[src/sv/svrp_pkg.sv]
// Shared constants for the stepper velocity ramp and prescaler block.
// Holds field widths, register reset values, op codes and register indexes.
// No dependencies.
package svrp_pkg;

   localparam int VELOCITY_WIDTH_DEFAULT = 24;
   localparam int STEP_WIDTH             = 23;
   localparam int FREQ_WIDTH             = 32;
   localparam int PRESCALER_WIDTH        = 16;
   localparam int SPEED_WIDTH            = 24;
   localparam int CSR_DATA_WIDTH         = 32;
   localparam int CSR_INDEX_WIDTH        = 2;
   localparam int OP_WIDTH               = 2;

   localparam logic [OP_WIDTH-1:0] OP_TICK    = 2'd0;
   localparam logic [OP_WIDTH-1:0] OP_SET     = 2'd1;
   localparam logic [OP_WIDTH-1:0] OP_ENABLE  = 2'd2;
   localparam logic [OP_WIDTH-1:0] OP_DISABLE = 2'd3;

   localparam logic [CSR_INDEX_WIDTH-1:0] IDX_MAX_STEP = 2'd0;
   localparam logic [CSR_INDEX_WIDTH-1:0] IDX_FREQ     = 2'd1;
   localparam logic [CSR_INDEX_WIDTH-1:0] IDX_MIN_PRE  = 2'd2;
   localparam logic [CSR_INDEX_WIDTH-1:0] IDX_MAX_PRE  = 2'd3;

   localparam logic [STEP_WIDTH-1:0]      MAX_STEP_RESET = 23'd100;
   localparam logic [FREQ_WIDTH-1:0]      FREQ_RESET     = 32'd1000000;
   localparam logic [PRESCALER_WIDTH-1:0] MIN_PRE_RESET  = 16'd1;
   localparam logic [PRESCALER_WIDTH-1:0] MAX_PRE_RESET  = 16'd65535;

endpackage

[src/sv/svrp_if.sv]
// Valid/ready channel interfaces for the ramp block: command words in,
// status words out. Depends on svrp_pkg.
interface svrp_req_if #(
   parameter int VELOCITY_WIDTH = svrp_pkg::VELOCITY_WIDTH_DEFAULT
);
   logic                                 valid;
   logic                                 ready;
   logic [svrp_pkg::OP_WIDTH-1:0]        op;
   logic signed [VELOCITY_WIDTH-1:0]     target_velocity;

   modport source (output valid, op, target_velocity, input ready);
   modport sink   (input valid, op, target_velocity, output ready);
endinterface

interface svrp_rsp_if #(
   parameter int VELOCITY_WIDTH = svrp_pkg::VELOCITY_WIDTH_DEFAULT
);
   logic                                   valid;
   logic                                   ready;
   logic signed [VELOCITY_WIDTH-1:0]       velocity;
   logic [svrp_pkg::SPEED_WIDTH-1:0]       speed;
   logic                                   direction;
   logic [svrp_pkg::PRESCALER_WIDTH-1:0]   prescaler;
   logic                                   enabled;

   modport source (output valid, velocity, speed, direction, prescaler, enabled,
                   input ready);
   modport sink   (input valid, velocity, speed, direction, prescaler, enabled,
                   output ready);
endinterface

[src/sv/svrp_div.sv]
// Restoring unsigned divider, one quotient bit per cycle.
// Timer frequency over speed for the prescaler. Depends on svrp_pkg.
module svrp_div #(
   parameter int DIVISOR_WIDTH = svrp_pkg::VELOCITY_WIDTH_DEFAULT
) (
   input  logic                              clock,
   input  logic                              reset,
   input  logic                              start,
   input  logic [svrp_pkg::FREQ_WIDTH-1:0]   dividend,
   input  logic [DIVISOR_WIDTH-1:0]          divisor,
   output logic                              done,
   output logic [svrp_pkg::FREQ_WIDTH-1:0]   quotient
);
   localparam int QW = svrp_pkg::FREQ_WIDTH;
   localparam int CW = $clog2(QW);
   localparam logic [CW-1:0] LAST = CW'(QW - 1);

   logic [DIVISOR_WIDTH-1:0] rem_ff, rem_in;
   logic [QW-1:0]            quo_ff, quo_in;
   logic [CW-1:0]            cnt_ff, cnt_in;
   logic                     busy_ff, busy_in;
   logic                     done_ff, done_in;

   logic [DIVISOR_WIDTH:0]   shifted;
   logic [DIVISOR_WIDTH+1:0] diff;

   always_comb begin
      shifted = {rem_ff, quo_ff[QW-1]};
      diff    = {1'b0, shifted} - {2'b00, divisor};
      rem_in  = rem_ff;
      quo_in  = quo_ff;
      cnt_in  = cnt_ff;
      busy_in = busy_ff;
      done_in = 1'b0;
      if (start) begin
         rem_in  = '0;
         quo_in  = dividend;
         cnt_in  = '0;
         busy_in = 1'b1;
      end else if (busy_ff) begin
         // trial subtract; keep it when no borrow
         if (!diff[DIVISOR_WIDTH+1]) begin
            rem_in = diff[DIVISOR_WIDTH-1:0];
            quo_in = {quo_ff[QW-2:0], 1'b1};
         end else begin
            rem_in = shifted[DIVISOR_WIDTH-1:0];
            quo_in = {quo_ff[QW-2:0], 1'b0};
         end
         cnt_in = cnt_ff + 1'b1;
         if (cnt_ff == LAST) begin
            busy_in = 1'b0;
            done_in = 1'b1;
         end
      end
   end

   always_ff @(posedge clock) begin
      if (reset) begin
         busy_ff <= 1'b0;
         done_ff <= 1'b0;
         cnt_ff  <= '0;
      end else begin
         busy_ff <= busy_in;
         done_ff <= done_in;
         cnt_ff  <= cnt_in;
      end
   end

   always_ff @(posedge clock) begin
      rem_ff <= rem_in;
      quo_ff <= quo_in;
   end

   assign done     = done_ff;
   assign quotient = quo_ff;

endmodule

[src/sv/stepper_velocity_ramp_prescaler.sv]
// Top level of the stepper velocity ramp with timer prescaler.
// Depends on svrp_pkg, svrp_if (channel interfaces) and svrp_div.
//
// Usage:
//   req_chan takes command words: tick, set target, enable, disable.
//   rsp_chan returns one status word per command: velocity, speed,
//   direction, prescaler and enabled flag after that command.
//   csr_wr_en/csr_index/csr_wr_data write the max step, timer frequency
//   and prescaler limits; write them only while no command is in flight.
// Sequence:
//   An enabled tick runs a slew pass, the speed step, the 32 one-bit
//   steps of the divider, the clamp step and a second slew pass.
//   A tick at zero speed skips the divider; a disabled tick and the
//   other commands go straight to the done step.
//   One command is worked on at a time; req_chan.ready is high while idle.
// Reset (synchronous, active high) clears velocity, goal, speed, direction
// and enable, sets the prescaler to 65535 and the registers to defaults.
// A stalled rsp_chan holds its word; the next command is still accepted
// and its result waits until the output register frees up.
module stepper_velocity_ramp_prescaler #(
   parameter int VELOCITY_WIDTH = svrp_pkg::VELOCITY_WIDTH_DEFAULT
) (
   input  logic                                  clock,
   input  logic                                  reset,
   input  logic                                  csr_wr_en,
   input  logic [svrp_pkg::CSR_INDEX_WIDTH-1:0]  csr_index,
   input  logic [svrp_pkg::CSR_DATA_WIDTH-1:0]   csr_wr_data,
   svrp_req_if.sink                              req_chan,
   svrp_rsp_if.source                            rsp_chan
);
   localparam int W   = VELOCITY_WIDTH;
   localparam int SW  = svrp_pkg::STEP_WIDTH;
   localparam int PW  = svrp_pkg::PRESCALER_WIDTH;
   localparam int FW  = svrp_pkg::FREQ_WIDTH;
   localparam int SPW = svrp_pkg::SPEED_WIDTH;
   // error width: goal - now, and room for the step compare
   localparam int DW  = (W + 1 > SW + 1) ? W + 2 : SW + 2;

   typedef enum logic [6:0] {
      S_IDLE       = 7'b0000001,
      S_SLEW_ERR   = 7'b0000010,
      S_SLEW_APPLY = 7'b0000100,
      S_SPEED      = 7'b0001000,
      S_DIV        = 7'b0010000,
      S_CLAMP      = 7'b0100000,
      S_DONE       = 7'b1000000
   } state_type;

   state_type state_ff, state_in;

   logic [SW-1:0] max_step_ff, max_step_in;
   logic [FW-1:0] freq_ff, freq_in;
   logic [PW-1:0] min_pre_ff, min_pre_in;
   logic [PW-1:0] max_pre_ff, max_pre_in;

   logic signed [W-1:0]  velocity_now_ff, velocity_now_in;
   logic signed [W-1:0]  velocity_goal_ff, velocity_goal_in;
   logic [W-1:0]         speed_now_ff, speed_now_in;
   logic                 turn_forward_ff, turn_forward_in;
   logic                 run_enabled_ff, run_enabled_in;
   logic [PW-1:0]        prescaler_now_ff, prescaler_now_in;
   logic                 second_ff, second_in;
   logic signed [DW-1:0] err_ff, err_in;

   logic                 rsp_valid_ff, rsp_valid_in;
   logic signed [W-1:0]  rsp_velocity_ff;
   logic [SPW-1:0]       rsp_speed_ff;
   logic                 rsp_direction_ff;
   logic [PW-1:0]        rsp_prescaler_ff;
   logic                 rsp_enabled_ff;
   logic                 load_rsp;

   logic signed [DW-1:0] step_ext;
   logic signed [DW-1:0] slew_up, slew_down;
   logic [W-1:0]         speed_mag;
   logic                 div_start;
   logic                 div_done;
   logic [FW-1:0]        div_quotient;

   svrp_div #(.DIVISOR_WIDTH(W)) u_div (
      .clock    (clock),
      .reset    (reset),
      .start    (div_start),
      .dividend (freq_ff),
      .divisor  (speed_now_ff),
      .done     (div_done),
      .quotient (div_quotient)
   );

   always_comb begin
      step_ext  = DW'(max_step_ff);
      slew_up   = DW'(velocity_now_ff) + step_ext;
      slew_down = DW'(velocity_now_ff) - step_ext;
      speed_mag = velocity_now_ff[W-1] ? (~velocity_now_ff + 1'b1) : velocity_now_ff;

      state_in         = state_ff;
      max_step_in      = max_step_ff;
      freq_in          = freq_ff;
      min_pre_in       = min_pre_ff;
      max_pre_in       = max_pre_ff;
      velocity_now_in  = velocity_now_ff;
      velocity_goal_in = velocity_goal_ff;
      speed_now_in     = speed_now_ff;
      turn_forward_in  = turn_forward_ff;
      run_enabled_in   = run_enabled_ff;
      prescaler_now_in = prescaler_now_ff;
      second_in        = second_ff;
      err_in           = err_ff;
      div_start        = 1'b0;
      load_rsp         = 1'b0;

      if (csr_wr_en) begin
         case (csr_index)
            svrp_pkg::IDX_MAX_STEP: max_step_in = csr_wr_data[SW-1:0];
            svrp_pkg::IDX_FREQ:     freq_in     = csr_wr_data[FW-1:0];
            svrp_pkg::IDX_MIN_PRE:  min_pre_in  = csr_wr_data[PW-1:0];
            svrp_pkg::IDX_MAX_PRE:  max_pre_in  = csr_wr_data[PW-1:0];
            default: ;
         endcase
      end

      case (state_ff)
         S_IDLE: begin
            if (req_chan.valid) begin
               state_in = S_DONE;
               case (req_chan.op)
                  svrp_pkg::OP_TICK: begin
                     if (run_enabled_ff) begin
                        state_in  = S_SLEW_ERR;
                        second_in = 1'b0;
                     end
                  end
                  svrp_pkg::OP_SET: velocity_goal_in = req_chan.target_velocity;
                  svrp_pkg::OP_ENABLE: begin
                     run_enabled_in   = 1'b1;
                     velocity_goal_in = '0;
                     velocity_now_in  = '0;
                     speed_now_in     = '0;
                  end
                  default: run_enabled_in = 1'b0;
               endcase
            end
         end
         S_SLEW_ERR: begin
            err_in   = DW'(velocity_goal_ff) - DW'(velocity_now_ff);
            state_in = S_SLEW_APPLY;
         end
         S_SLEW_APPLY: begin
            if (err_ff > step_ext) begin
               velocity_now_in = slew_up[W-1:0];
            end else if (err_ff < -step_ext) begin
               velocity_now_in = slew_down[W-1:0];
            end else begin
               velocity_now_in = velocity_goal_ff;
            end
            state_in = second_ff ? S_DONE : S_SPEED;
         end
         S_SPEED: begin
            if (velocity_now_ff == '0) begin
               // zero speed: direction holds, prescaler at its ceiling
               speed_now_in     = '0;
               prescaler_now_in = max_pre_ff;
               second_in        = 1'b1;
               state_in         = S_SLEW_ERR;
            end else begin
               speed_now_in    = speed_mag;
               turn_forward_in = !velocity_now_ff[W-1];
               div_start       = 1'b1;
               state_in        = S_DIV;
            end
         end
         S_DIV: begin
            if (div_done) begin
               state_in = S_CLAMP;
            end
         end
         S_CLAMP: begin
            // crossed limits: a quotient above the upper limit takes it, any other takes the lower
            if (div_quotient > FW'(max_pre_ff)) begin
               prescaler_now_in = max_pre_ff;
            end else if (div_quotient < FW'(min_pre_ff)) begin
               prescaler_now_in = min_pre_ff;
            end else begin
               prescaler_now_in = div_quotient[PW-1:0];
            end
            second_in = 1'b1;
            state_in  = S_SLEW_ERR;
         end
         S_DONE: begin
            if (!rsp_valid_ff || rsp_chan.ready) begin
               load_rsp = 1'b1;
               state_in = S_IDLE;
            end
         end
         default: state_in = S_IDLE;
      endcase

      if (load_rsp) begin
         rsp_valid_in = 1'b1;
      end else if (rsp_chan.ready) begin
         rsp_valid_in = 1'b0;
      end else begin
         rsp_valid_in = rsp_valid_ff;
      end
   end

   always_ff @(posedge clock) begin
      if (reset) begin
         state_ff         <= S_IDLE;
         max_step_ff      <= svrp_pkg::MAX_STEP_RESET;
         freq_ff          <= svrp_pkg::FREQ_RESET;
         min_pre_ff       <= svrp_pkg::MIN_PRE_RESET;
         max_pre_ff       <= svrp_pkg::MAX_PRE_RESET;
         velocity_now_ff  <= '0;
         velocity_goal_ff <= '0;
         speed_now_ff     <= '0;
         turn_forward_ff  <= 1'b0;
         run_enabled_ff   <= 1'b0;
         prescaler_now_ff <= svrp_pkg::MAX_PRE_RESET;
         second_ff        <= 1'b0;
         rsp_valid_ff     <= 1'b0;
      end else begin
         state_ff         <= state_in;
         max_step_ff      <= max_step_in;
         freq_ff          <= freq_in;
         min_pre_ff       <= min_pre_in;
         max_pre_ff       <= max_pre_in;
         velocity_now_ff  <= velocity_now_in;
         velocity_goal_ff <= velocity_goal_in;
         speed_now_ff     <= speed_now_in;
         turn_forward_ff  <= turn_forward_in;
         run_enabled_ff   <= run_enabled_in;
         prescaler_now_ff <= prescaler_now_in;
         second_ff        <= second_in;
         rsp_valid_ff     <= rsp_valid_in;
      end
   end

   always_ff @(posedge clock) begin
      err_ff <= err_in;
      if (load_rsp) begin
         rsp_velocity_ff  <= velocity_now_ff;
         rsp_speed_ff     <= SPW'(speed_now_ff);
         rsp_direction_ff <= turn_forward_ff;
         rsp_prescaler_ff <= prescaler_now_ff;
         rsp_enabled_ff   <= run_enabled_ff;
      end
   end

   assign req_chan.ready     = (state_ff == S_IDLE);
   assign rsp_chan.valid     = rsp_valid_ff;
   assign rsp_chan.velocity  = rsp_velocity_ff;
   assign rsp_chan.speed     = rsp_speed_ff;
   assign rsp_chan.direction = rsp_direction_ff;
   assign rsp_chan.prescaler = rsp_prescaler_ff;
   assign rsp_chan.enabled   = rsp_enabled_ff;

`ifndef SYNTHESIS
   a_div_nonzero: assert property (@(posedge clock) disable iff (reset)
      div_start |-> speed_mag != '0)
      else $error("divider started with zero speed");

   a_div_done_waited: assert property (@(posedge clock) disable iff (reset)
      div_done |-> state_ff == S_DIV)
      else $error("divider finished while sequencer not waiting");

   a_rsp_from_done: assert property (@(posedge clock) disable iff (reset)
      $rose(rsp_valid_ff) |-> $past(state_ff) == S_DONE)
      else $error("status word raised outside done state");

   a_enable_clears: assert property (@(posedge clock) disable iff (reset)
      $rose(run_enabled_ff) |->
         velocity_now_ff == '0 && velocity_goal_ff == '0 && speed_now_ff == '0)
      else $error("enable did not clear the ramp state");
`endif

endmodule
[src/flat_wrapper.sv]
// flat-port wrapper written by rule: the top's interface ports become plain ports
module stepper_velocity_ramp_prescaler_flat 
#(
   parameter int VELOCITY_WIDTH = svrp_pkg::VELOCITY_WIDTH_DEFAULT
)
  (clock, reset, csr_wr_en, csr_index, csr_wr_data, req_chan_valid, req_chan_op, req_chan_target_velocity, req_chan_ready, rsp_chan_valid, rsp_chan_velocity, rsp_chan_speed, rsp_chan_direction, rsp_chan_prescaler, rsp_chan_enabled, rsp_chan_ready);
  svrp_req_if #(.VELOCITY_WIDTH(VELOCITY_WIDTH)) req_chan_i ();
  svrp_rsp_if #(.VELOCITY_WIDTH(VELOCITY_WIDTH)) rsp_chan_i ();
  input  logic clock;
  input  logic reset;
  input  logic csr_wr_en;
  input  logic [svrp_pkg::CSR_INDEX_WIDTH-1:0] csr_index;
  input  logic [svrp_pkg::CSR_DATA_WIDTH-1:0] csr_wr_data;
  input wire logic [$bits(req_chan_i.valid)-1:0] req_chan_valid;
  input wire logic [$bits(req_chan_i.op)-1:0] req_chan_op;
  input wire logic [$bits(req_chan_i.target_velocity)-1:0] req_chan_target_velocity;
  output wire logic [$bits(req_chan_i.ready)-1:0] req_chan_ready;
  output wire logic [$bits(rsp_chan_i.valid)-1:0] rsp_chan_valid;
  output wire logic [$bits(rsp_chan_i.velocity)-1:0] rsp_chan_velocity;
  output wire logic [$bits(rsp_chan_i.speed)-1:0] rsp_chan_speed;
  output wire logic [$bits(rsp_chan_i.direction)-1:0] rsp_chan_direction;
  output wire logic [$bits(rsp_chan_i.prescaler)-1:0] rsp_chan_prescaler;
  output wire logic [$bits(rsp_chan_i.enabled)-1:0] rsp_chan_enabled;
  input wire logic [$bits(rsp_chan_i.ready)-1:0] rsp_chan_ready;
  assign req_chan_i.valid = req_chan_valid;
  assign req_chan_i.op = req_chan_op;
  assign req_chan_i.target_velocity = req_chan_target_velocity;
  assign req_chan_ready = req_chan_i.ready;
  assign rsp_chan_valid = rsp_chan_i.valid;
  assign rsp_chan_velocity = rsp_chan_i.velocity;
  assign rsp_chan_speed = rsp_chan_i.speed;
  assign rsp_chan_direction = rsp_chan_i.direction;
  assign rsp_chan_prescaler = rsp_chan_i.prescaler;
  assign rsp_chan_enabled = rsp_chan_i.enabled;
  assign rsp_chan_i.ready = rsp_chan_ready;
  stepper_velocity_ramp_prescaler #(.VELOCITY_WIDTH(VELOCITY_WIDTH)) u_core (.clock(clock), .reset(reset), .csr_wr_en(csr_wr_en), .csr_index(csr_index), .csr_wr_data(csr_wr_data), .req_chan(req_chan_i), .rsp_chan(rsp_chan_i));
endmodule
[config.mk]
export PLATFORM = sky130hd
export DESIGN_NAME = stepper_velocity_ramp_prescaler_flat
export DESIGN_NICKNAME = d
export VERILOG_FILES = /design/src/sv/svrp_pkg.sv /design/src/sv/svrp_if.sv /design/src/sv/svrp_div.sv /design/src/sv/stepper_velocity_ramp_prescaler.sv /design/src/flat_wrapper.sv
export SDC_FILE = /design/constraint.sdc
export NUM_CORES = 1
export LEC_CHECK = 0
export ABC_AREA = 1
export BUFFER_PORTS_ARGS = -buffer_cell sky130_fd_sc_hd__buf_2
export CAP_MARGIN = 15
export CORE_UTILIZATION = 56
export CTS_CLUSTER_SIZE = 40
export DETAILED_ROUTE_END_ITERATION = 10
export GPL_ROUTABILITY_DRIVEN = 0
export GPL_TIMING_DRIVEN = 0
export MAX_ROUTING_LAYER = met4
export PLACE_DENSITY = 0.85
export SLEW_MARGIN = 10
export SYNTH_ARGS = -nofsm -noshare
export SYNTH_HDL_FRONTEND = slang
export SYNTH_SLANG_ARGS = --single-unit
export TNS_END_PERCENT = 20
[constraint.sdc]
create_clock -name clock -period 4.1 [get_ports clock]
set_clock_uncertainty 0.15 [all_clocks]
set_input_delay 0.82 -clock clock [delete_from_list [all_inputs] [get_ports clock]]
set_output_delay 0.82 -clock clock [all_outputs]
set_load 0.01 [all_outputs]
==> impl_metrics.xml, run 1 <==
<?xml version="1.0" encoding="UTF-8"?>
<metrics>
  <group name="layout">
    <metric name="filler_cell_count" unit="">3120</metric>
    <metric name="ff_latch_area" unit="um^2">8040</metric>
    <metric name="synthToLayoutAreaGrowth" unit="%">14.2</metric>
    <metric name="instances_no_fill" unit="">3677</metric>
    <metric name="drive_above_1_share" unit="%">11.3</metric>
    <metric name="multi_input_comb_area" unit="um^2">11900</metric>
    <metric name="nNetsFinal" unit="">3385</metric>
    <metric name="commonest_non_fill_non_tap_cell_in_the_layout" unit="">nand2_1</metric>
    <metric name="mostFrequentLayoutCells" unit="">nand2_1 (760), inv_1 (338), a21oi_1 (289)</metric>
  </group>
  <group name="timing">
    <metric name="final_hold_viol_count" unit="">0</metric>
    <metric name="clock.fmax" unit="MHz">254</metric>
    <metric name="layout_worst_path_cycle_share" unit="%">96.0</metric>
    <metric name="whs" unit="ns">0.281</metric>
    <metric name="final_period_minus_worst_setup_slack" unit="ns">3.94</metric>
    <metric name="setup_violators_final" unit="">0</metric>
    <metric name="fin_ws" unit="ns">0.162</metric>
    <metric name="worst_slew_pin_slew" unit="ns">0.992</metric>
    <metric name="fin_tns_setup" unit="ns">0</metric>
    <metric name="timing.max_slew.rel_slack" unit="%">33.6</metric>
    <metric name="final_max_slew_viols" unit="">0</metric>
    <metric name="grt_setup_unrepaired" unit="">yes</metric>
  </group>
  <group name="die">
    <metric name="floorplan.core_area" unit="um^2">37800</metric>
    <metric name="die_height" unit="um">199</metric>
    <metric name="dieArea" unit="um^2">39400</metric>
    <metric name="initial_core_utilization" unit="%">57.2</metric>
    <metric name="floorplan.rows" unit="">71</metric>
    <metric name="io-pin-count" unit="">133</metric>
    <metric name="die_width" unit="um">199</metric>
  </group>
  <group name="logic_synthesis">
    <metric name="yosysSeqAreaShare" unit="%">37.1</metric>
    <metric name="synth_flop_cell" unit="">dfxtp_1</metric>
    <metric name="ys.warnings.count" unit="">0</metric>
    <metric name="main_combinational_cell_family_by_area_after_synthesis" unit="">simple AND/OR/NAND/NOR gates</metric>
    <metric name="synth_mux_area_share" unit="%">0</metric>
    <metric name="synth-edff-count" unit="">123</metric>
    <metric name="postSynthRegisterBits" unit="">340</metric>
    <metric name="synth_simple_gate_area_share" unit="%">26.3</metric>
    <metric name="proportion_of_netlist_area_held_by_the_largest_area_contributor" unit="%">20.1</metric>
    <metric name="async_reset_ff_share" unit="%">0</metric>
    <metric name="synth_nets" unit="">3186</metric>
    <metric name="synth-adder-area-share" unit="%">10.8</metric>
    <metric name="post_synth_num_cell_types" unit="">55</metric>
    <metric name="netlist_area" unit="um^2">21600</metric>
    <metric name="netlist_instances" unit="">2937</metric>
    <metric name="synth_compound_area_share" unit="%">14.0</metric>
    <metric name="post_synth_xor_area_fraction" unit="%">3.24</metric>
    <metric name="avgSynthCellArea" unit="um^2">7.37</metric>
    <metric name="synth_top_area_cell" unit="">dfxtp_1</metric>
    <metric name="synth_top_cells_by_area" unit="">dfxtp_1 (20%), edfxtp_1 (17%), nand2_1 (13%)</metric>
  </group>
  <group name="routing">
    <metric name="drt-vias-per-instance" unit="">5.92</metric>
    <metric name="routed_vias" unit="">21760</metric>
    <metric name="drt_first_iter_violations" unit="">2787</metric>
    <metric name="detail_route.wirelength" unit="um">69700</metric>
    <metric name="first_pass_iters" unit="">7</metric>
    <metric name="route.antenna.remaining_nets" unit="">0</metric>
    <metric name="wl_per_cell" unit="um">19.0</metric>
    <metric name="post_route_drc" unit="">0</metric>
  </group>
  <group name="clock_tree">
    <metric name="clock_latency" unit="ns">0.57</metric>
    <metric name="cts.root.buffer_cell" unit="">clkbuf_16</metric>
    <metric name="clock-sinks" unit="">340</metric>
    <metric name="cts_made_buffers" unit="">38</metric>
    <metric name="clock_tree_from_tritoncts" unit="">built</metric>
    <metric name="post_cts_hold_buffer_count" unit="">0</metric>
    <metric name="clock_tree.htree_level_count" unit="">2</metric>
    <metric name="cts_buffer_depth" unit="">3</metric>
    <metric name="clock_transition_at_path_regs" unit="ns">0.06</metric>
  </group>
  <group name="power_and_ir_drop">
    <metric name="leakage" unit="nW">11.5</metric>
    <metric name="power-per-cell-area" unit="nW/um^2">453</metric>
    <metric name="report.power.total" unit="mW">11.2</metric>
    <metric name="max-vdd-ir-drop" unit="uV">282</metric>
  </group>
  <group name="setup_path">
    <metric name="critPathKind" unit="">flop to flop</metric>
    <metric name="worst_path_required_time" unit="ns">4.43</metric>
    <metric name="critical_path_peak_fanout" unit="">7</metric>
    <metric name="arrival_time_at_the_worst_endpoint" unit="ns">4.27</metric>
    <metric name="endpoint_kind" unit="">flop</metric>
    <metric name="worstSetupStartpointType" unit="">flop</metric>
    <metric name="setup.reg_to_reg.worst_slack" unit="ns">0.16</metric>
  </group>
  <group name="grt">
    <metric name="first_global_vias" unit="">20633</metric>
    <metric name="grtUsageTotal" unit="%">35.9</metric>
    <metric name="number_of_antenna_violations_at_the_first_check_in_global_routing" unit="">2</metric>
    <metric name="grt_start_max_net_pins" unit="">36</metric>
    <metric name="grt-ovfl-total" unit="">0</metric>
    <metric name="first_pass_grt_wire_length" unit="um">106000</metric>
  </group>
  <group name="placement">
    <metric name="detailedPlace.worstSlack" unit="ns">-0.315</metric>
    <metric name="dpl.cell_count" unit="">3581</metric>
    <metric name="half_perimeter_wire_length_of_the_detailed_placement_result" unit="um">53400</metric>
    <metric name="buffer_ports.inserted" unit="">131</metric>
  </group>
  <group name="outcome">
    <metric name="result_of_the_run" unit="">complete, no violations</metric>
  </group>
  <group name="worst_hold_path">
    <metric name="min_path_type" unit="">flop to flop</metric>
  </group>
  <group name="job">
    <metric name="drv_cap" unit="">0</metric>
  </group>
</metrics>
[final timing paths]
check	to	cells after the start	from
hold / removal	u_core.rsp_chan.prescaler[3]$_DFFE_PP_	0	u_core.prescaler_now_ff[3]$_SDFFE_PP1P_
hold reg to reg	u_core.rsp_chan.prescaler[3]$_DFFE_PP_	0	u_core.prescaler_now_ff[3]$_SDFFE_PP1P_
setup reg to reg	u_core.velocity_now_ff[13]$_SDFFE_PP0P_	26	u_core.max_step_ff[0]$_SDFFE_PP0P_
setup / recovery	u_core.velocity_now_ff[13]$_SDFFE_PP0P_	26	u_core.max_step_ff[0]$_SDFFE_PP0P_
[cells by family after synthesis]
family	after synthesis
and+or+nand+nor	1325
AOI/OAI and AO/OA	557
buffers and inverters	451
DFF	340
adders and majority gates	184
xor gates and xnor gates	80
[where the power goes]
| group | switching (mW) | internal [mW] | leakage [nW] | total (mW) |
|---|---|---|---|---|
| Combinational | 2.35 | 1.15 | 7.98 | 3.50 |
| Sequential | 0.171 | 3.82 | 2.85 | 3.99 |
| Clock | 1.45 | 2.25 | 0.657 | 3.70 |
[area by class of cell]
cell class                 count  share of cell area, %
clock buffer                  51                   4.40
multi-input combinational   2148                   48.1
clock inverter                18                   1.05
sequential                   340                   32.6
timing repair buffer         157                   3.83
inverter                     350                   5.35
tap                          511                   2.59
antenna                        1                 0.0101
buffer                       101                   2.13
[per-layer routing]
metal	GRT usage, %	wire (um)
met3	7.10	7680
met1	42.0	25900
met2	56.9	31700
met4	21.9	4390
met5	-	0
[worst max-delay path, cell delays in order, from the launching register on]
cell	delay, ns
dfxtp_2	0.36
inv_4	0.09
ha_4	0.15
nand3_4	0.09
nor3_4	0.17
nand2_1	0.09
nor2_2	0.12
nand2_2	0.09
nor2_2	0.13
nand2_1	0.07
nor2_2	0.13
nand4_1	0.14
nor2_2	0.15
nand3_2	0.10
nor2_2	0.10
ha_1	0.23
nand2_1	0.08
a21oi_1	0.04
or2_1	0.23
nor2_4	0.16
nand4_4	0.24
nand2_8	0.22
clkbuf_16	0.17
nand2_2	0.04
nand3_1	0.07
nand3_1	0.07
a21oi_1	0.15
[state kept, by name, summed over array words and instances, names as in the netlist, 5 cells and up]
signal	flops
u_core.freq_ff	32
u_core.u_div.quotient	32
u_core.err_ff	25
u_core.rsp_chan.speed	24
u_core.rsp_chan.velocity	24
u_core.speed_now_ff	24
u_core.u_div.rem_ff	24
u_core.velocity_goal_ff	24
u_core.velocity_now_ff	24
u_core.max_step_ff	23
u_core.max_pre_ff	16
u_core.min_pre_ff	16
u_core.prescaler_now_ff	16
u_core.rsp_chan.prescaler	16
u_core.state_ff	7
u_core.u_div.cnt_ff	5
[per-stage QoR]
stage               util (%)  area (um^2)
global placement        60.6        22900
global route            65.3        24700
floorplan                  -        21600
finish                  65.3        24700
CTS                     64.7        24500
detailed placement      60.8        23000
[cells in the mapped netlist, types with 2 or more instances]
| library cell | number |
|---|---|
| buf_1 | 4 |
| nand2_4 | 2 |
| fa_1 | 4 |
| xnor2_1 | 18 |
| a21o_1 | 10 |
| a211oi_1 | 13 |
| ha_1 | 180 |
| inv_1 | 340 |
| xor2_1 | 62 |
| nor2_2 | 7 |
| nor4_4 | 2 |
| o21bai_1 | 15 |
| nand4_1 | 37 |
| o211ai_1 | 14 |
| o21ai_0 | 165 |
| a21oi_2 | 14 |
| nor3_2 | 2 |
| edfxtp_1 | 123 |
| or2_2 | 9 |
| a21boi_0 | 4 |
| nor2_1 | 213 |
| nand2_1 | 761 |
| buf_4 | 8 |
| nor4_1 | 15 |
| dfxtp_1 | 217 |
| clkbuf_1 | 53 |
| a21oi_1 | 290 |
| nand3_2 | 10 |
| o21a_1 | 4 |
| buf_2 | 27 |
| nand3_1 | 206 |
| a21boi_1 | 3 |
| and2_1 | 2 |
| nand3b_1 | 10 |
| o21ai_1 | 11 |
| o22ai_1 | 3 |
| nor3_1 | 28 |
| buf_6 | 7 |
| inv_2 | 10 |
| a31oi_1 | 6 |
| nand2_2 | 14 |
[what timing repair did]
item	in CTS	in global routing
gates resized for setup	12	20
cloned	2	2
pin swaps	10	14
endpoints found under the setup margin	24	24
setup buffers	14	7
Note: power is estimated with default switching activity, not from simulation.
==> run 2: changes to the inputs <==
--- a/config.mk
+++ b/config.mk
@@ -8,13 +8,13 @@
 export ABC_AREA = 1
 export BUFFER_PORTS_ARGS = -buffer_cell sky130_fd_sc_hd__buf_2
 export CAP_MARGIN = 15
-export CORE_UTILIZATION = 56
+export CORE_UTILIZATION = 60
 export CTS_CLUSTER_SIZE = 40
 export DETAILED_ROUTE_END_ITERATION = 10
 export GPL_ROUTABILITY_DRIVEN = 0
 export GPL_TIMING_DRIVEN = 0
 export MAX_ROUTING_LAYER = met4
-export PLACE_DENSITY = 0.85
+export PLACE_DENSITY = 0.87
 export SLEW_MARGIN = 10
 export SYNTH_ARGS = -nofsm -noshare
 export SYNTH_HDL_FRONTEND = slang
==> constraint.sdc (replaced) <==
create_clock -name clock -period 5.07 [get_ports clock]
set_clock_uncertainty 0.15 [all_clocks]
set_input_delay 1.014 -clock clock [delete_from_list [all_inputs] [get_ports clock]]
set_output_delay 1.014 -clock clock [all_outputs]
set_load 0.01 [all_outputs]
==> run 2 against run 1 <==
Setup slack gained 0.35 ns. Critical path depth shrank 2. Worst hold slack gained 0.0020 ns. Utilization grew 2.8 points. Critical endpoint is now u_core.velocity_now_ff[12]$_SDFFE_PP0P_. Die area shrank 6.6%. Non-clock buffer count shrank 23. Cell count shrank 2.1%. Flip-flop and latch count is the same. Clock power shrank 23%. Design area shrank 1.9%. Sequential power shrank 19%. Combinational power shrank 19%.
==> impl_metrics.xml, run 2 (synthesis results as in run 1) <==
<?xml version="1.0" encoding="UTF-8"?>
<metrics>
  <group name="outcome">
    <metric name="result_of_the_run" unit="">complete, no violations</metric>
  </group>
  <group name="setup_path">
    <metric name="cp.depth" unit="">24</metric>
    <metric name="worst_r2r_endpoint" unit="">u_core.velocity_now_ff[12]$_SDFFE_PP0P_</metric>
    <metric name="timing.critical_path.cells" unit="">inv_1 &gt; ha_1 &gt; nand3_2 &gt; nor3_2 &gt; nand2_1 &gt; nor2_2 &gt; nand2_2 &gt; nor3_1 &gt; nand2_1 &gt; nor3_1 &gt; xor2_1 &gt; ha_1 &gt; nand2_1 &gt; inv_1 &gt; nand2_1 &gt; a21boi_1 &gt; nor2_2 &gt; nand3_2 &gt; nand2_4 &gt; buf_2 &gt; nand3b_1 &gt; nand3_1 &gt; nand3_1 &gt; a21oi_1</metric>
    <metric name="critPathKind" unit="">flop to flop</metric>
    <metric name="worst_path_most_repeated_cell" unit="">nand2_1</metric>
    <metric name="critical_path_peak_fanout" unit="">10</metric>
    <metric name="worstSetupStartpointType" unit="">flop</metric>
    <metric name="worstReg2RegStart" unit="">u_core.max_step_ff[1]$_SDFFE_PP0P_</metric>
    <metric name="crit_path_max_incr_delay" unit="ns">0.39</metric>
    <metric name="cp_num_buf_inv" unit="">3</metric>
    <metric name="reg2regPathDepth" unit="">24</metric>
    <metric name="worst_path_required_time" unit="ns">5.39</metric>
    <metric name="timing.critical_path.max_delay_family" unit="">simple AND/OR/NAND/NOR gates</metric>
    <metric name="setup.reg_to_reg.worst_slack" unit="ns">0.51</metric>
    <metric name="endpoint_kind" unit="">flop</metric>
    <metric name="arrival_time_at_the_worst_endpoint" unit="ns">4.88</metric>
    <metric name="timing.critical_path.slowest_stage_cell" unit="">nor3_2</metric>
  </group>
  <group name="timing">
    <metric name="grt_setup_unrepaired" unit="">no</metric>
    <metric name="clock.fmax" unit="MHz">219</metric>
    <metric name="final_hold_viol_count" unit="">0</metric>
    <metric name="setup_violators_final" unit="">0</metric>
    <metric name="final_max_slew_viols" unit="">0</metric>
    <metric name="timing.max_slew.rel_slack" unit="%">35.8</metric>
    <metric name="layout_worst_path_cycle_share" unit="%">89.9</metric>
    <metric name="worst_slew_pin_slew" unit="ns">0.960</metric>
    <metric name="final_period_minus_worst_setup_slack" unit="ns">4.56</metric>
  </group>
  <group name="worst_hold_path">
    <metric name="startpoint_of_the_tightest_hold_check_path" unit="">u_core.prescaler_now_ff[7]$_SDFFE_PP1P_</metric>
    <metric name="worstHoldEndpoint" unit="">u_core.rsp_chan.prescaler[7]$_DFFE_PP_</metric>
    <metric name="whs_path_depth" unit="">0</metric>
    <metric name="min_path_type" unit="">flop to flop</metric>
  </group>
  <group name="routing">
    <metric name="routed-wl-met2" unit="um">29900</metric>
    <metric name="met1_length" unit="um">25300</metric>
    <metric name="route.antenna.remaining_nets" unit="">0</metric>
    <metric name="post_route_drc" unit="">0</metric>
    <metric name="drt_first_iter_violations" unit="">2867</metric>
    <metric name="routed-wl-met3" unit="um">7790</metric>
    <metric name="detail_route.wirelength" unit="um">67900</metric>
    <metric name="drt-vias-per-instance" unit="">6.04</metric>
    <metric name="highest_layer" unit="">met4</metric>
    <metric name="routed_vias" unit="">21730</metric>
    <metric name="wl_per_cell" unit="um">18.9</metric>
    <metric name="first_pass_iters" unit="">8</metric>
  </group>
  <group name="placement">
    <metric name="placed_area" unit="um^2">22900</metric>
    <metric name="half_perimeter_wire_length_of_the_detailed_placement_result" unit="um">52700</metric>
    <metric name="dpl.cell_count" unit="">3531</metric>
    <metric name="buffer_ports.inserted" unit="">131</metric>
  </group>
  <group name="clock_tree">
    <metric name="clock-sinks" unit="">340</metric>
    <metric name="cts_repair_resize_count" unit="">0</metric>
    <metric name="cts_buffer_depth" unit="">3</metric>
    <metric name="cts.root.buffer_cell" unit="">clkbuf_16</metric>
    <metric name="cts_made_buffers" unit="">36</metric>
    <metric name="cts_post_setup_buffers_inserted" unit="">0</metric>
    <metric name="post_cts_hold_buffer_count" unit="">0</metric>
    <metric name="clock_transition_at_path_regs" unit="ns">0.07</metric>
    <metric name="clock_tree_from_tritoncts" unit="">built</metric>
    <metric name="clock_tree.htree_level_count" unit="">2</metric>
    <metric name="clock_latency" unit="ns">0.56</metric>
  </group>
  <group name="die">
    <metric name="floorplan.core_area" unit="um^2">35600</metric>
    <metric name="die_height" unit="um">192</metric>
    <metric name="initial_core_utilization" unit="%">60.8</metric>
    <metric name="floorplan.rows" unit="">69</metric>
    <metric name="dieArea" unit="um^2">36800</metric>
    <metric name="io-pin-count" unit="">133</metric>
    <metric name="die_width" unit="um">192</metric>
  </group>
  <group name="layout">
    <metric name="nNetsFinal" unit="">3358</metric>
    <metric name="filler_cell_count" unit="">2778</metric>
    <metric name="drive_above_1_share" unit="%">10.0</metric>
    <metric name="synthToLayoutAreaGrowth" unit="%">12.0</metric>
    <metric name="instances_no_fill" unit="">3598</metric>
    <metric name="mostFrequentLayoutCells" unit="">nand2_1 (761), inv_1 (340), a21oi_1 (290)</metric>
    <metric name="commonest_non_fill_non_tap_cell_in_the_layout" unit="">nand2_1</metric>
    <metric name="antenna_cells" unit="">0</metric>
    <metric name="layout.cell_area.non_filler" unit="um^2">24200</metric>
  </group>
  <group name="power_and_ir_drop">
    <metric name="report.power.total" unit="mW">8.90</metric>
    <metric name="leakage" unit="nW">11.3</metric>
    <metric name="power-per-cell-area" unit="nW/um^2">367</metric>
    <metric name="max-vdd-ir-drop" unit="uV">447</metric>
  </group>
  <group name="grt">
    <metric name="first_global_vias" unit="">20445</metric>
    <metric name="grt_start_max_net_pins" unit="">36</metric>
    <metric name="first_pass_grt_wire_length" unit="um">104000</metric>
    <metric name="grt-ovfl-total" unit="">0</metric>
    <metric name="number_of_antenna_violations_at_the_first_check_in_global_routing" unit="">2</metric>
    <metric name="grtUsageTotal" unit="%">37.4</metric>
  </group>
  <group name="job">
    <metric name="drv_cap" unit="">0</metric>
  </group>
</metrics>
## run 2: cell count changes in the layout (fill, tap and decap cells not counted), moves of 3 or more
cell / before / now
buf_4: 28 / 8
clkbuf_16: 42 / 38
clkinv_2: 4 / 1
nand3_1: 202 / 206
nor2_1: 209 / 212
## run 2: cell type report
| class | instances | area, um^2 | share of cell area (%) |
|---|---|---|---|
| clock inverters | 15 | 230 | 0.950 |
| repair buffers | 134 | 731 | 3.01 |
| inverters | 350 | 1310 | 5.42 |
| multi-input cells | 2146 | 11800 | 48.6 |
| flip-flops and latches | 340 | 8040 | 33.2 |
| clock buffers | 51 | 1050 | 4.33 |
| plain buffers | 101 | 523 | 2.16 |
| well taps | 461 | 577 | 2.38 |
## run 2: worst max path at each step
stage | slack, ns | endpoint | from
floorplan | 0.59 | u_core.rsp_chan.direction$_DFFE_PP_ | u_core.state_ff[2]$_SDFFE_PP0P_
global placement | -0.76 | u_core.rsp_chan.velocity[18]$_DFFE_PP_ | rsp_chan_ready
detailed placement | 0.64 | u_core.velocity_now_ff[5]$_SDFFE_PP0P_ | u_core.max_step_ff[1]$_SDFFE_PP0P_
CTS | 0.61 | u_core.velocity_now_ff[12]$_SDFFE_PP0P_ | u_core.max_step_ff[1]$_SDFFE_PP0P_
global route | 0.21 | u_core.velocity_now_ff[7]$_SDFFE_PP0P_ | u_core.max_step_ff[1]$_SDFFE_PP0P_
finish | 0.51 | u_core.velocity_now_ff[12]$_SDFFE_PP0P_ | u_core.max_step_ff[1]$_SDFFE_PP0P_
## run 2: layer usage
metal | vias up | GRT usage [%]
li1 | 10054 | -
met1 | 9921 | 44.9
met2 | 1383 | 58.1
met3 | 372 | 6.08
met4 | 0 | 24.4
met5 | - | -
## run 2: power breakdown
part / switching [mW] / leakage [nW] / internal [mW]
sequential: 0.135 / 2.85 / 3.09
clock: 1.18 / 0.623 / 1.68
combinational: 1.90 / 7.83 / 0.916
## run 2: through the flow
step                      util [%]  hold WS [ns]  setup WS [ns]  setup TNS [ns]
after CTS                     68.1         0.284          0.606               0
final                         68.1         0.283          0.511               0
after global placement        64.3         0.263         -0.765          -49.64
after detailed placement      64.5         0.268          0.637               0
after global routing          68.1         0.287          0.212               0
after floorplan                  -         0.256          0.589               0
